--- config.mk ---
export PLATFORM = sky130hd
export DESIGN_NAME = tcp_timestamp_option_parser
export DESIGN_NICKNAME = d
export VERILOG_FILES = /design/src/tsopt_pkg.sv /design/src/tcp_timestamp_option_parser.sv
export SDC_FILE = /design/constraint.sdc
export NUM_CORES = 1
export LEC_CHECK = 0
export ABC_AREA = 1
export CAP_MARGIN = 5
export CORE_MARGIN = 8
export CORE_UTILIZATION = 69
export DETAILED_ROUTE_END_ITERATION = 7
export DONT_BUFFER_PORTS = 1
export PLACE_DENSITY_LB_ADDON = 0.12
export SKIP_CTS_REPAIR_TIMING = 1
export SYNTH_ARGS = -nofsm -noshare
export SYNTH_HDL_FRONTEND = slang
export SYNTH_SLANG_ARGS = --single-unit
--- constraint.sdc ---
create_clock -name clk_i -period 8.5 [get_ports clk_i]
set_clock_uncertainty 0.15 [all_clocks]
set_input_delay 1.7 -clock clk_i [delete_from_list [all_inputs] [get_ports clk_i]]
set_output_delay 1.7 -clock clk_i [all_outputs]
set_load 0.005 [all_outputs]
--- src/tsopt_pkg.sv ---
// ----------------------------------------------------------------------------
// TCP timestamp option parser package
// Shared item types, option codes and walk phases.
// ----------------------------------------------------------------------------
`default_nettype none

package tsopt_pkg;

  // Option kinds and lengths
  localparam logic [7:0] KindEol       = 8'd0;
  localparam logic [7:0] KindNop       = 8'd1;
  localparam logic [7:0] KindTimestamp = 8'd8;
  localparam logic [7:0] TsLength      = 8'd10;
  localparam logic [7:0] MinOptLength  = 8'd2;
  localparam logic [3:0] BaseHdrWords  = 4'd5;

  // Option space in bytes (at most 40) and body counter
  localparam int unsigned RemW  = 6;
  localparam int unsigned BodyW = 6;
  localparam logic [BodyW-1:0] TsBodyBytes = 6'd8;
  localparam logic [BodyW-1:0] EchoBytes   = 6'd4;

  // Walk phases, one-hot
  typedef enum logic [5:0] {
    PH_KIND  = 6'b000001,
    PH_LEN   = 6'b000010,
    PH_SKIP  = 6'b000100,
    PH_TS    = 6'b001000,
    PH_STOP  = 6'b010000,
    PH_FOUND = 6'b100000
  } phase_e;

  // Input transaction
  typedef struct packed {
    logic [7:0] data_byte;
    logic [3:0] header_words;
    logic       first_of_header;
    logic       last_of_header;
  } in_t;

  // Result transaction
  typedef struct packed {
    logic        found;
    logic [31:0] ts_value;
    logic [31:0] ts_echo_reply;
  } out_t;

endpackage

`default_nettype wire

--- src/tcp_timestamp_option_parser.sv ---
// ----------------------------------------------------------------------------
// TCP timestamp option parser
// Walks a TCP option area byte by byte and reports the timestamp option.
// ----------------------------------------------------------------------------
// One option byte enters per cycle while the input is not stalled. Each
// transaction is registered in the input register, from which the walk state
// advances; for the byte marked last the result register loads at the same
// edge, so a result is offered once its last byte leaves the input register.
// Only the byte marked last produces a result: found plus the timestamp
// value and echo reply, or zeros. The input stalls only while a last byte
// waits for the result register to be emptied.
`default_nettype none

module tcp_timestamp_option_parser (
  input  wire                 clk_i,
  input  wire                 rst_ni,
  input  wire                 in_valid_i,
  output logic                in_stall_o,
  input  wire tsopt_pkg::in_t in_data_i,
  output logic                out_valid_o,
  input  wire                 out_stall_i,
  output tsopt_pkg::out_t     out_data_o
);
  import tsopt_pkg::*;

  // Input register
  logic in_valid_q;
  in_t  in_q;

  // Walk state
  logic [RemW-1:0]  remaining_q, remaining_d;
  phase_e           phase_q, phase_d;
  logic [7:0]       kind_q, kind_d;
  logic [BodyW-1:0] body_q, body_d;
  logic [31:0]      value_q, value_d;
  logic [31:0]      echo_q, echo_d;
  logic             found_q, found_d;

  // Result register
  logic out_valid_q;
  out_t out_q;

  logic out_free;
  logic consume;
  logic in_take;

  // Start-of-header values
  logic [RemW-1:0]  rem_s;
  phase_e           phase_s;
  logic [7:0]       kind_s;
  logic [BodyW-1:0] body_s;
  logic [31:0]      value_s;
  logic [31:0]      echo_s;
  logic             found_s;
  logic [3:0]       extra_words;
  logic [7:0]       b;

  assign out_free   = !out_valid_q || !out_stall_i;
  assign consume    = in_valid_q && (!in_q.last_of_header || out_free);
  assign in_stall_o = in_valid_q && !consume;
  assign in_take    = in_valid_i && !in_stall_o;

  // Capture an input transaction
  always_ff @(posedge clk_i or negedge rst_ni) begin
    if (!rst_ni) begin
      in_valid_q <= 1'b0;
    end else if (!in_stall_o) begin
      in_valid_q <= in_valid_i;
    end
  end

  always_ff @(posedge clk_i) begin
    if (in_take) begin
      in_q <= in_data_i;
    end
  end

  assign b           = in_q.data_byte;
  assign extra_words = in_q.header_words - BaseHdrWords;

  // Restart the walk on the first byte of a header
  always_comb begin
    if (in_q.first_of_header) begin
      rem_s   = (in_q.header_words >= BaseHdrWords) ? {extra_words, 2'b00} : '0;
      phase_s = PH_KIND;
      kind_s  = '0;
      body_s  = '0;
      value_s = '0;
      echo_s  = '0;
      found_s = 1'b0;
    end else begin
      rem_s   = remaining_q;
      phase_s = phase_q;
      kind_s  = kind_q;
      body_s  = body_q;
      value_s = value_q;
      echo_s  = echo_q;
      found_s = found_q;
    end
  end

  // Advance the walk by one byte
  always_comb begin
    remaining_d = rem_s;
    phase_d     = phase_s;
    kind_d      = kind_s;
    body_d      = body_s;
    value_d     = value_s;
    echo_d      = echo_s;
    found_d     = found_s;
    unique case (phase_s)
      PH_KIND: begin
        if (rem_s == '0 || b == KindEol) begin
          phase_d = PH_STOP;
        end else if (b == KindNop) begin
          remaining_d = rem_s - RemW'(1);
        end else begin
          kind_d  = b;
          phase_d = PH_LEN;
        end
      end
      PH_LEN: begin
        if (b < MinOptLength || b > {2'b00, rem_s}) begin
          phase_d = PH_STOP;
        end else if (kind_s == KindTimestamp && b == TsLength) begin
          body_d  = TsBodyBytes;
          phase_d = PH_TS;
        end else begin
          remaining_d = rem_s - b[RemW-1:0];
          body_d      = b[BodyW-1:0] - MinOptLength[BodyW-1:0];
          phase_d     = (b == MinOptLength) ? PH_KIND : PH_SKIP;
        end
      end
      PH_SKIP: begin
        body_d = body_s - BodyW'(1);
        if (body_s == BodyW'(1)) begin
          phase_d = PH_KIND;
        end
      end
      PH_TS: begin
        if (body_s > EchoBytes) begin
          value_d = {value_s[23:0], b};
        end else begin
          echo_d = {echo_s[23:0], b};
        end
        body_d = body_s - BodyW'(1);
        if (body_s == BodyW'(1)) begin
          found_d = 1'b1;
          phase_d = PH_FOUND;
        end
      end
      default: begin
      end
    endcase
  end

  // Update walk state; clear it after a result
  always_ff @(posedge clk_i or negedge rst_ni) begin
    if (!rst_ni) begin
      remaining_q <= '0;
      phase_q     <= PH_KIND;
      kind_q      <= '0;
      body_q      <= '0;
      value_q     <= '0;
      echo_q      <= '0;
      found_q     <= 1'b0;
    end else if (consume) begin
      if (in_q.last_of_header) begin
        remaining_q <= '0;
        phase_q     <= PH_STOP;
        kind_q      <= '0;
        body_q      <= '0;
        value_q     <= '0;
        echo_q      <= '0;
        found_q     <= 1'b0;
      end else begin
        remaining_q <= remaining_d;
        phase_q     <= phase_d;
        kind_q      <= kind_d;
        body_q      <= body_d;
        value_q     <= value_d;
        echo_q      <= echo_d;
        found_q     <= found_d;
      end
    end
  end

  // Hold the result until taken
  always_ff @(posedge clk_i or negedge rst_ni) begin
    if (!rst_ni) begin
      out_valid_q <= 1'b0;
    end else if (out_free) begin
      out_valid_q <= consume && in_q.last_of_header;
    end
  end

  always_ff @(posedge clk_i) begin
    if (consume && in_q.last_of_header) begin
      out_q.found         <= found_d;
      out_q.ts_value      <= found_d ? value_d : '0;
      out_q.ts_echo_reply <= found_d ? echo_d : '0;
    end
  end

  assign out_valid_o = out_valid_q;
  assign out_data_o  = out_q;

endmodule

`default_nettype wire
### Word level (Yosys, flattened, before mapping)

Index checks and enable logic that the tools add are counted.

* $add $sub $neg: 5
* $lt $le $gt $ge: 4
* equal/unequal tests: 9
* mux-type cells: 40
* reductions and logical operators: 17

Operators by type and width (number)
* 32-bit 2-to-1 mux: 8
* 6-bit 2-to-1 mux: 17
* 8-bit 2-to-1 mux: 5
* 6-bit case mux with 2 select lines: 2
* 6-bit case mux with 4 select lines: 1
* 8-bit by 4-bit == test with 1-bit output, second input constant: 2
* 6-bit by 1-bit == test with 1-bit output, second input constant: 2
* 6-bit by 1-bit subtractor with 6-bit output, second input constant: 2
* 8-bit by 1-bit == test with 1-bit output, second input constant: 1
* 8-bit by 2-bit == test with 1-bit output, second input constant: 1
* 8-bit by 6-bit greater-than comparator with 1-bit output: 1
* 8-bit zero test: 1
* 8-bit by 2-bit less-than comparator with 1-bit output, second input constant: 1
* 6-bit by 2-bit == test with 1-bit output, second input constant: 1
* 6-bit by 3-bit == test with 1-bit output, second input constant: 1
* 6-bit by 4-bit == test with 1-bit output, second input constant: 1
* 6-bit by 3-bit greater-than comparator with 1-bit output, second input constant: 1
* 6-bit zero test: 1
* 6-bit by 2-bit subtractor with 6-bit output, second input constant: 1
* 6-bit subtractor: 1
* 1-bit logical AND: 5
* 1-bit zero test: 5
* 5-bit 2-to-1 mux: 1
* 4-bit by 3-bit >= comparator with 1-bit output, second input constant: 1
* 6 further kinds: 12

* register bits after elaboration: 172
* input port bits: 18
* output and inout port bits: 67
* word-level logic and storage cells: 91

### Logic depth before layout (Yosys ltp)

Gate-level depths: netlist of the first run.

* depth in word-level cells: 8
* mapped depth: 24
* depth with buffers taken out: 23

### Worst setup path before layout of the first run

No wires, ideal clock.

* kind: input port to flip-flop
* start point: input out_stall_i
* end point: register out_q (netlist bit out_data_o[0]), enable pin
* library setup time: 0.419 ns
* arrival time: 3.776 ns
* data required time: 7.931 ns
* path slack: 4.155 ns
* stages: 7
* buffers on the path: 2
* cell sequence: nand3_1 > nand2_1 > clkbuf_1 > inv_1 > clkbuf_1 > nand2_1 > inv_1

* longest elaborated chain between the ends: 5

RTL lines
* start, declared: RTL line tcp_timestamp_option_parser.sv:21 `input wire out_stall_i,`
* 1-bit zero test: RTL line tcp_timestamp_option_parser.sv:58 `assign out_free = !out_valid_q || !out_stall_i;`
* 1-bit logical OR: RTL line tcp_timestamp_option_parser.sv:58
* 1-bit logical OR: RTL line tcp_timestamp_option_parser.sv:59 `assign consume = in_valid_q && (!in_q.last_of_header || out_free);`
* 1-bit logical AND: RTL line tcp_timestamp_option_parser.sv:59
* 1-bit logical AND: RTL line tcp_timestamp_option_parser.sv:198 `if (consume && in_q.last_of_header) begin`
* end, declared: RTL line tcp_timestamp_option_parser.sv:41 `out_t out_q;`

Every way passes these cells.
A chain may end at the register's enable or synchronous reset.

### Final worst setup path of the first run

* start point: input out_stall_i
* end point: register out_q (netlist bit out_data_o[3]), enable pin

The elaborated chain is that of the path after synthesis.

==> results.sh, run 1 <==
export IMPL_cts_clk_slew_worst_paths_ns=0.06
export IMPL_fin_crit_sh_pct=48.24
export IMPL_r2r_end="body_q[0]$_DFFE_PN0P_"
export IMPL_cts_buffers_inserted=17
export IMPL_end_kind="flip-flop"
export IMPL_hold_path_class="reg2reg"
export IMPL_place_area_um2=8875
export IMPL_synth_edf_count=79
export IMPL_arrival_ns=4.01
export IMPL_r2r_start="in_q[1]$_DFFE_PP_"
export IMPL_power_density_nw_per_um2=205.1
export IMPL_intPower_mw=1.462
export IMPL_power_total_mw=1.947
export IMPL_die_area_um2=16730
export IMPL_final_area_um2=9495
export IMPL_finalHoldViolations=0
export IMPL_cp_top_family="buffers and inverters"
export IMPL_synth_top_cells_by_area="edfxtp_1 (27%), dfrtp_1 (26%), nor2_1 (7.4%)"
export IMPL_worstPathRequired_ns=8.41
export IMPL_drv_cap=0
export IMPL_synth_common_cells="nor2_1 (175), nand2_1 (165), inv_1 (144)"
export IMPL_dp_cells=1179
export IMPL_die_height_um=129.4
export IMPL_whs_ns=0.3306
export IMPL_drtIter0Drc=861
export IMPL_rows=41
export IMPL_synthesis_area_um2=8867
export IMPL_outcome="complete, no violations"
export IMPL_clock_root_buffer="clkbuf_16"
export IMPL_drc=0
export IMPL_insertion_delay_ns=0.43
export IMPL_wl_um=20750
export IMPL_cts_tree="done"
export IMPL_final_setup_worst_slack_ns=4.399
export IMPL_antenna_found_initial=0
export IMPL_cts_sinks=172
export IMPL_io_pins=85
export IMPL_hpwl_um=13270
export IMPL_fmax_ghz=0.2439
export IMPL_n_antenna_cell=0
export IMPL_r2r_slack_ns=4.80
export IMPL_pwr_share_clk_pct=42.0
export IMPL_worst_pin_slew_ns=1.156
export IMPL_start_util_pct=70.55
export IMPL_synthDistinctLibCells=41
export IMPL_syn_nets=1091
export IMPL_syn_inst=1055
export IMPL_grt_pass1_vias=6803
export IMPL_place_congestion=0.9507
export IMPL_drive_above_1_share_pct=6.641
export IMPL_io_buffers=0
export IMPL_antenna_left=0
export IMPL_synthToLayoutAreaGrowth_pct=7.083
export IMPL_async_flop_share_pct=54.07
export IMPL_synth_seq_cells=172
export IMPL_relSlewSlack_pct=22.91
export IMPL_setup_tns_ns=0
export IMPL_fillers=934
export IMPL_p_leak_nw=4.033
export IMPL_drv_slew=0
export IMPL_setup_viol=0
export IMPL_seq_area_um2=4701
export IMPL_synth_flop_cell="dfrtp_1"
export IMPL_layout_cells_non_filler=1211
export IMPL_grt_overflow=0
export IMPL_yosys_warnings=0
export IMPL_cp_depth=7
export IMPL_endpoint="out_data_o[3]$_SDFFCE_PN0P_"
export IMPL_ir_drop_mv=0.1270
export IMPL_crit_path_start_kind="primary input"
export IMPL_wl_per_cell_um=17.13
export IMPL_post_drt_via_cell_ratio=5.901
export IMPL_seq_area_frac_synth_pct=53.01
export IMPL_dp_slack_ns=3.962
export IMPL_via_count=7146
export IMPL_grt_pass1_wl_um=33610
export IMPL_track_usage_pct=25.65
export IMPL_synth_most_common_cell="nor2_1"
export IMPL_crit_fanout=74
export IMPL_drtPass1Iterations=5
export IMPL_yosysTopAreaCell="edfxtp_1"
export IMPL_fin_util_pct=75.55
export IMPL_combPwrFrac_pct=10.5
export IMPL_p_sw_uw=485.3
export IMPL_seqPwrFrac_pct=47.6
export IMPL_worstSetupPathType="in2reg"
export IMPL_htreeDepth=4
export IMPL_crit_path_start="out_stall_i"
export IMPL_rsz0062_at_grt="no"
export IMPL_synth_avg_cell_area_um2=8.405
export IMPL_cp_cell_sequence="nand3_1 > nand2_1 > inv_2 > buf_4 > nand2_1 > inv_2 > buf_4"
export IMPL_clock_path_buffers=2
export IMPL_nets=1062
export IMPL_core_um2=12570
export IMPL_slowest_delay_ns=0.66
export IMPL_finalCriticalPeriod_ns=4.101
export IMPL_r2r_cells=16
export IMPL_crit_buf_inv=4
export IMPL_synth_top_area_share_pct=26.75
export IMPL_multi_input_area_um2=3336
export IMPL_grt_start_max_net_pins=94
export IMPL_die_x_um=129.4
export IMPL_critical_path_slowest_cell="buf_4"
export IMPL_switching_share_pct=24.92
## power groups by stage
stage	registers (mW)	logic [mW]	clock network, mW
2_1_floorplan	0.936	0.159	0
3_3_place_gp	0.942	0.199	0
3_5_place_dp	0.944	0.200	0
4_1_cts	0.927	0.202	0.818
5_1_grt	0.930	0.230	0.851
6_report	0.927	0.204	0.817
## layer usage
metal	part of all wire (%)	track usage, %	vias up
met2	49	41.79	262
met5	0	0	-
met3	5.8	4.725	53
met4	3.0	10.99	0
met1	42	33.07	3395
li1	-	-	3436
## state kept, by name, summed over array words and instances, names as in the netlist
register,count
in_q,6
phase_q,6
kind_q,8
echo_q,32
found_q,1
body_q,6
out_data_o,65
in_valid_q,1
out_valid_o,1
value_q,32
remaining_q,6
b,8
## final cells by class
type / instances / share of cell area [%]
clock buffers: 21 / 4.744
clock inverters: 11 / 1.792
inverters: 152 / 6.009
multi-input cells: 676 / 35.13
flip-flops and latches: 172 / 49.51
well taps: 172 / 2.266
repair buffers: 7 / 0.5534
## worst min path at each step
stage | startpoint | depth (start not counted) | end
after global routing | body_q[0]$_DFFE_PN0P_ | 2 | body_q[0]$_DFFE_PN0P_
after floorplan | remaining_q[0]$_DFFE_PN0P_ | 2 | remaining_q[0]$_DFFE_PN0P_
final | remaining_q[3]$_DFFE_PN0P_ | 2 | remaining_q[3]$_DFFE_PN0P_
after global placement | body_q[0]$_DFFE_PN0P_ | 2 | body_q[0]$_DFFE_PN0P_
after detailed placement | remaining_q[3]$_DFFE_PN0P_ | 2 | remaining_q[3]$_DFFE_PN0P_
after CTS | body_q[0]$_DFFE_PN0P_ | 2 | body_q[0]$_DFFE_PN0P_
## layout by cell type (no fill, tap or decap), drive strengths merged
cell      synthesis  layout
a21o              1       1
a21oi            59      59
a22oi             1       1
a31oi             2       2
a32oi             2       2
buf              29       7
bufinv            0       4
clkbuf           26      21
clkinv            0       4
clkinvlp          0       2
dfrtp            92      92
dfstp             1       1
edfxtp           79      79
fa                1       1
ha               17      17
inv             152     153
nand2           171     171
nand3            50      50
nand3b            1       1
nand4            17      17
nor2            178     178
nor3             13      13
nor4              1       1
o211ai            2       2
o21ai            78      78
o22ai            70      70
or2               4       4
xnor2             5       5
xor2              3       3
## kinds of logic after synthesis
logic type               Yosys count  share of synthesized area, %
XOR/XNOR                           8                        0.7902
AO/OA/AOI/OAI                    215                         13.50
flip-flops                       172                         53.01
buffers and inverters            207                         9.369
adder cells (fa/ha/maj)           18                         2.624
AND/OR/NAND/NOR                  435                         20.70
## worst reg2reg max path, cell delays in order, from the launching register on
cell	delay [ns]
edfxtp_1	0.32
buf_4	0.27
buf_4	0.59
nand2_1	0.14
nor2_1	0.11
nand2_1	0.10
nand2_1	0.20
ha_1	0.20
inv_1	0.08
nor3_1	0.24
nand4_1	0.14
nand2_1	0.22
nand2_1	0.36
a31oi_1	0.27
nand2_1	0.10
nand2_1	0.06
nand2_1	0.05
Power figures use the tool's default switching activity.
==> inputs of run 2 (changes only) <==
--- a/config.mk
+++ b/config.mk
@@ -8,7 +8,7 @@
 export ABC_AREA = 1
 export CAP_MARGIN = 5
 export CORE_MARGIN = 8
-export CORE_UTILIZATION = 69
+export CORE_UTILIZATION = 58
 export DETAILED_ROUTE_END_ITERATION = 7
 export DONT_BUFFER_PORTS = 1
 export PLACE_DENSITY_LB_ADDON = 0.12
==> constraint.sdc (replaced) <==
create_clock -name clk_i -period 3.44 [get_ports clk_i]
set_clock_uncertainty 0.15 [all_clocks]
set_input_delay 0.688 -clock clk_i [delete_from_list [all_inputs] [get_ports clk_i]]
set_output_delay 0.688 -clock clk_i [all_outputs]
set_load 0.005 [all_outputs]
==> run 2 against run 1 <==
- critical endpoint is now body_q[2]$_DFFE_PN0P_
- largest cell class unchanged
- non-clock buffer count increased by 15
- count of clock-buffer cells in the layout unchanged
- highest routed layer unchanged
- largest power group unchanged
- critical path type is now reg2reg
- via count fell by 2.4%
- clock power up 120%
- routed wire length up 0.34%
==> results.sh, run 2 (synthesis gave the netlist of run 1 again) <==
export IMPL_outcome="complete, no violations"
export IMPL_io_pins=85
export IMPL_cts_clk_slew_worst_paths_ns=0.07
export IMPL_insertion_delay_ns=0.43
export IMPL_grt_pass1_vias=6543
export IMPL_cts_buffers_inserted=17
export IMPL_drtPass1Iterations=6
export IMPL_arrival_ns=3.34
export IMPL_setup_viol=0
export IMPL_finalCriticalPeriod_ns=3.112
export IMPL_relSlewSlack_pct=44.64
export IMPL_antenna_left=0
export IMPL_setup_tns_ns=0
export IMPL_top_usage_layer="met2"
export IMPL_switching_share_pct=26.73
export IMPL_crit_buf_inv=2
export IMPL_fin_crit_sh_pct=90.46
export IMPL_cp_depth=16
export IMPL_cp_top_family="simple AND/OR/NAND/NOR gates"
export IMPL_combPwrFrac_pct=12.0
export IMPL_die_area_um2=19500
export IMPL_crit_fanout=7
export IMPL_worst_pin_slew_ns=0.8304
export IMPL_power_density_nw_per_um2=481.6
export IMPL_final_common_cell="nor2_1"
export IMPL_path_common_cell="nand2_1"
export IMPL_ir_drop_mv=0.3239
export IMPL_crit_path_start_kind="flip-flop"
export IMPL_worstPathRequired_ns=3.67
export IMPL_nets=1077
export IMPL_grt_overflow=0
export IMPL_hpwl_um=14070
export IMPL_cp_cell_sequence="inv_1 > ha_1 > nand2_1 > nand2_1 > nand2_1 > nand2_1 > nand2_1 > ha_1 > inv_1 > nor3_1 > nand4_1 > nand2_2 > nand3_1 > nor3_1 > o21ai_1 > nand2_1"
export IMPL_post_drt_via_cell_ratio=5.617
export IMPL_dp_slack_ns=0.1267
export IMPL_io_buffers=0
export IMPL_end_kind="flip-flop"
export IMPL_n_antenna_cell=0
export IMPL_finalHoldViolations=0
export IMPL_worstSetupPathType="reg2reg"
export IMPL_drc=0
export IMPL_p_sw_mw=1.243
export IMPL_antenna_found_initial=0
export IMPL_htreeDepth=4
export IMPL_track_usage_pct=21.63
export IMPL_slowest_delay_ns=0.45
export IMPL_seqPwrFrac_pct=49.2
export IMPL_hold_path_class="in2async"
export IMPL_die_x_um=139.6
export IMPL_grt_start_max_net_pins=94
export IMPL_fmax_ghz=0.3214
export IMPL_wl_um=20820
export IMPL_synthToLayoutAreaGrowth_pct=8.890
export IMPL_via_count=6976
export IMPL_cts_tree="done"
export IMPL_critical_path_slowest_cell="edfxtp_1"
export IMPL_drtIter0Drc=773
export IMPL_r2r_cells=16
export IMPL_pwr_share_clk_pct=38.8
export IMPL_clock_root_buffer="clkbuf_16"
export IMPL_drv_slew=0
export IMPL_p_leak_nw=4.101
export IMPL_largest_reg_flops=65
export IMPL_met3_usage_pct=4.480
export IMPL_mostFrequentLayoutCells="nor2_1 (175), nand2_1 (163), inv_1 (142)"
export IMPL_rsz0062_at_grt="no"
export IMPL_grtUsageMet1_pct=28.73
export IMPL_grt_use_met2_pct=35.20
export IMPL_start_util_pct=58.76
export IMPL_drv_cap=0
export IMPL_die_height_um=139.6
export IMPL_cts_sinks=172
export IMPL_clock_path_buffers=2
export IMPL_drive_above_1_share_pct=8.254
export IMPL_place_congestion=0.9284
export IMPL_grt_pass1_wl_um=33970
export IMPL_final_setup_worst_slack_ns=0.3283
export IMPL_intPower_mw=3.407
export IMPL_wl_per_cell_um=16.76
export IMPL_core_um2=15090
export IMPL_rows=45
==> run 2: cell types whose count changed in the layout (fill, tap and decap cells not counted), sizes merged <==
cell      before  now
clkinv         4    2
inv          153  156
bufinv         4    1
buf            7   22
clkinvlp       2    4
==> run 2: stage by stage <==
step / utilization (%) / power, mW / cell area, um^2 / instances / hold slack, ns
final: 63.99 / 4.650 / 9656 / 1242 / 0.006413
after global routing: 63.99 / 4.826 / 9656 / 1242 / 0.05243
after CTS: 63.71 / 4.649 / 9614 / 1241 / -0.2148
after detailed placement: 60.06 / 2.855 / 9062 / 1209 / 0.2466
after global placement: 60.06 / 2.858 / 9062 / 1209 / 0.2473
after floorplan: - / 2.707 / 8867 / 1055 / 0.2424
==> run 2: final timing paths <==
check / from / end / slack [ns]
setup / recovery: in_q[2]$_DFFE_PP_ / body_q[2]$_DFFE_PN0P_ / 0.33
hold / removal: rst_ni / body_q[0]$_DFFE_PN0P_ / 0.006
setup reg to reg: in_q[2]$_DFFE_PP_ / body_q[2]$_DFFE_PN0P_ / 0.33
hold reg to reg: phase_q[0]$_DFFE_PN1P_ / phase_q[0]$_DFFE_PN1P_ / 0.33
max in group asynchronous: rst_ni / value_q[19]$_DFFE_PN0P_ / 2.72
min in group clk_i: in_data_i[5] / in_q[5]$_DFFE_PP_ / 0.20
==> run 2: final cells by class <==
type,count,area (um^2)
Clock inverter,11,111.4
Sequential cell,172,4701
Multi-Input combinational cell,676,3349
Inverter,152,570.5
Clock buffer,21,440.4
Timing Repair Buffer,22,247.7
Tap cell,188,235.2
Fill cell,1285,5434
==> run 2: power by group through the flow <==
stage	Sequential (mW)	Clock [mW]	Combinational (mW)
floorplan	2.31	0	0.394
finish	2.29	1.80	0.558
global route	2.29	1.90	0.632
CTS	2.29	1.83	0.529
detailed placement	2.33	0	0.526
global placement	2.33	0	0.530
==> run 2: layer usage <==
metal  share of wire, %  wire [um]
met5                  0          0
met4                1.5        318
met3                4.5        947
met2                 48       9932
met1                 46       9615
==> inputs of run 3 (changes only) <==
--- a/config.mk
+++ b/config.mk
@@ -11,7 +11,8 @@
 export CORE_UTILIZATION = 58
 export DETAILED_ROUTE_END_ITERATION = 7
 export DONT_BUFFER_PORTS = 1
-export PLACE_DENSITY_LB_ADDON = 0.12
+export PLACE_DENSITY = 0.81
+export SETUP_SLACK_MARGIN = 0.4
 export SKIP_CTS_REPAIR_TIMING = 1
 export SYNTH_ARGS = -nofsm -noshare
 export SYNTH_HDL_FRONTEND = slang
==> run 3 against run 2 <==
- combinational power increased by 6.5%
- critical endpoint is now body_q[1]$_DFFE_PN0P_
- register-to-register slack improved by 0.18 ns
- maximum frequency is 6.0% higher
- sequential cell count unchanged
- sequential share of layout area down 0.93 points
- hold slack got worse by 0.0038 ns
- sequential power about the same
- highest routed layer unchanged
- largest power group unchanged
- cell count is 0.48% higher
- setup slack gained 0.18 ns
- clock power increased by 6%
==> results.sh, run 3 (synthesis gave the netlist of run 1 again) <==
export IMPL_outcome="complete, no violations"
export IMPL_cts_buffers_inserted=17
export IMPL_grt_pass1_wl_um=34190
export IMPL_die_x_um=139.6
export IMPL_io_buffers=0
export IMPL_fin_crit_sh_pct=85.31
export IMPL_cp_cell_sequence="inv_1 > ha_2 > nand2_1 > nand2_1 > nand2_2 > nand2_2 > nand2_2 > ha_4 > inv_1 > nor3_2 > nand4_1 > nand2_2 > buf_6 > nand3_1 > nand3_1 > nand3_1 > nand2_1 > o21ai_0"
export IMPL_path_common_cell="nand2_2"
export IMPL_worst_pin_slew_ns=0.8387
export IMPL_critical_path_slowest_cell="edfxtp_1"
export IMPL_antenna_found_initial=0
export IMPL_via_count=7252
export IMPL_crit_path_start="in_q[2]$_DFFE_PP_"
export IMPL_wl_per_cell_um=17.00
export IMPL_mostFrequentLayoutCells="nor2_1 (172), nand2_1 (157), inv_1 (142)"
export IMPL_synthToLayoutAreaGrowth_pct=11.01
export IMPL_place_congestion=0.9439
export IMPL_finalHoldViolations=0
export IMPL_hpwl_um=14020
export IMPL_seqPwrFrac_pct=47.7
export IMPL_grt_start_max_net_pins=94
export IMPL_slowest_delay_ns=0.45
export IMPL_setup_tns_ns=0
export IMPL_clock_root_buffer="clkbuf_16"
export IMPL_p_leak_nw=4.162
export IMPL_cp_top_family="simple AND/OR/NAND/NOR gates"
export IMPL_switching_share_pct=26.50
export IMPL_cts_sinks=172
export IMPL_dp_slack_ns=0.3117
export IMPL_p_sw_mw=1.269
export IMPL_wl_um=21220
export IMPL_final_setup_worst_slack_ns=0.5052
export IMPL_io_pins=85
export IMPL_finalCriticalPeriod_ns=2.935
export IMPL_grt_overflow=0
export IMPL_combPwrFrac_pct=12.4
export IMPL_rsz0062_at_grt="yes"
export IMPL_rows=45
export IMPL_setup_viol=0
export IMPL_power_density_nw_per_um2=486.4
export IMPL_largest_reg_flops=65
export IMPL_core_um2=15090
export IMPL_pwr_share_clk_pct=39.9
export IMPL_n_antenna_cell=0
export IMPL_htreeDepth=4
export IMPL_die_height_um=139.6
export IMPL_track_usage_pct=21.74
export IMPL_final_common_cell="nor2_1"
export IMPL_drtIter0Drc=865
export IMPL_r2r_start="in_q[2]$_DFFE_PP_"
export IMPL_antenna_left=0
export IMPL_drc=0
export IMPL_hold_path_class="in2async"
export IMPL_worstPathRequired_ns=3.56
export IMPL_cts_tree="done"
export IMPL_start_util_pct=58.76
export IMPL_drv_cap=0
export IMPL_insertion_delay_ns=0.43
export IMPL_arrival_ns=3.05
export IMPL_drv_slew=0
export IMPL_worstSetupPathType="reg2reg"
export IMPL_intPower_mw=3.519
export IMPL_crit_fanout=6
export IMPL_fillers=1206
export IMPL_relSlewSlack_pct=44.09
export IMPL_clock_path_buffers=2
export IMPL_fmax_ghz=0.3407
export IMPL_grt_pass1_vias=6953
export IMPL_crit_path_start_kind="flip-flop"
export IMPL_post_drt_via_cell_ratio=5.811
export IMPL_crit_buf_inv=3
export IMPL_die_area_um2=19500
export IMPL_drtPass1Iterations=5
export IMPL_drive_above_1_share_pct=10.47
export IMPL_fin_util_pct=65.23
export IMPL_cts_clk_slew_worst_paths_ns=0.07
export IMPL_end_kind="flip-flop"
export IMPL_ir_drop_mv=0.3162
export IMPL_nets=1083
run 3: cell count changes in the layout (fill, tap and decap cells not counted), sizes merged:
| cell | previous run | this run |
|---|---|---|
| buf | 22 | 28 |
| bufinv | 1 | 2 |
| clkinv | 2 | 4 |
| clkinvlp | 4 | 2 |
| inv | 156 | 155 |
run 3: layer usage:
metal / global-route usage, % / vias to the layer above / share of wire (%)
met5: 0 / - / 0
met4: 9.257 / 0 / 2.1
met2: 35.43 / 291 / 49
met3: 3.967 / 40 / 6.3
met1: 28.03 / 3435 / 43
li1: - / 3486 / -
run 3: stage by stage:
step                      instance area [um^2]  hold slack [ns]  std cells  power [mW]
final                                     9843         0.002580       1248       4.787
after global routing                      9843          0.03789       1248       4.956
after CTS                                 9687          -0.2082       1246       4.741
after detailed placement                  9104           0.2464       1214       2.855
after global placement                    9104           0.2474       1214       2.847
after floorplan                           8871           0.2424       1055       2.707
run 3: layout make-up:
type | instances | area [um^2] | area share (%)
timing repair buffer | 28 | 300.3 | 3.051
clock buffer | 21 | 450.4 | 4.576
sequential | 172 | 4701 | 47.76
multi-input combinational | 676 | 3450 | 35.05
tap | 188 | 235.2 | 2.390
inverter | 152 | 574.3 | 5.835
clock inverter | 11 | 132.6 | 1.347
run 3: power groups by stage:
stage | combinational (mW) | sequential (mW) | clock, mW
3_5_place_dp | 0.528 | 2.33 | 0
6_report | 0.594 | 2.29 | 1.91
5_1_grt | 0.663 | 2.29 | 2.00
3_3_place_gp | 0.522 | 2.33 | 0
4_1_cts | 0.530 | 2.29 | 1.92
2_1_floorplan | 0.395 | 2.31 | 0
run 3: worst paths after layout:
check	to	cells after the start	slack, ns
max	body_q[1]$_DFFE_PN0P_	18	0.51
min reg2reg	remaining_q[1]$_DFFE_PN0P_	2	0.33
max in group asynchronous	kind_q[7]$_DFFE_PN0P_	1	2.73
min in group clk_i	in_q[2]$_DFFE_PP_	0	0.20
max reg2reg	body_q[1]$_DFFE_PN0P_	18	0.51
min	remaining_q[2]$_DFFE_PN0P_	1	0.003
run 3: worst register-to-register path, delay by kind of cell, from the launching register on:
family / cells / cell delay [ns]
flops: 1 / 0.45
fa+ha+maj: 2 / 0.49
simple gates: 12 / 1.28
buf+inv: 3 / 0.30
compound gates: 1 / 0.09
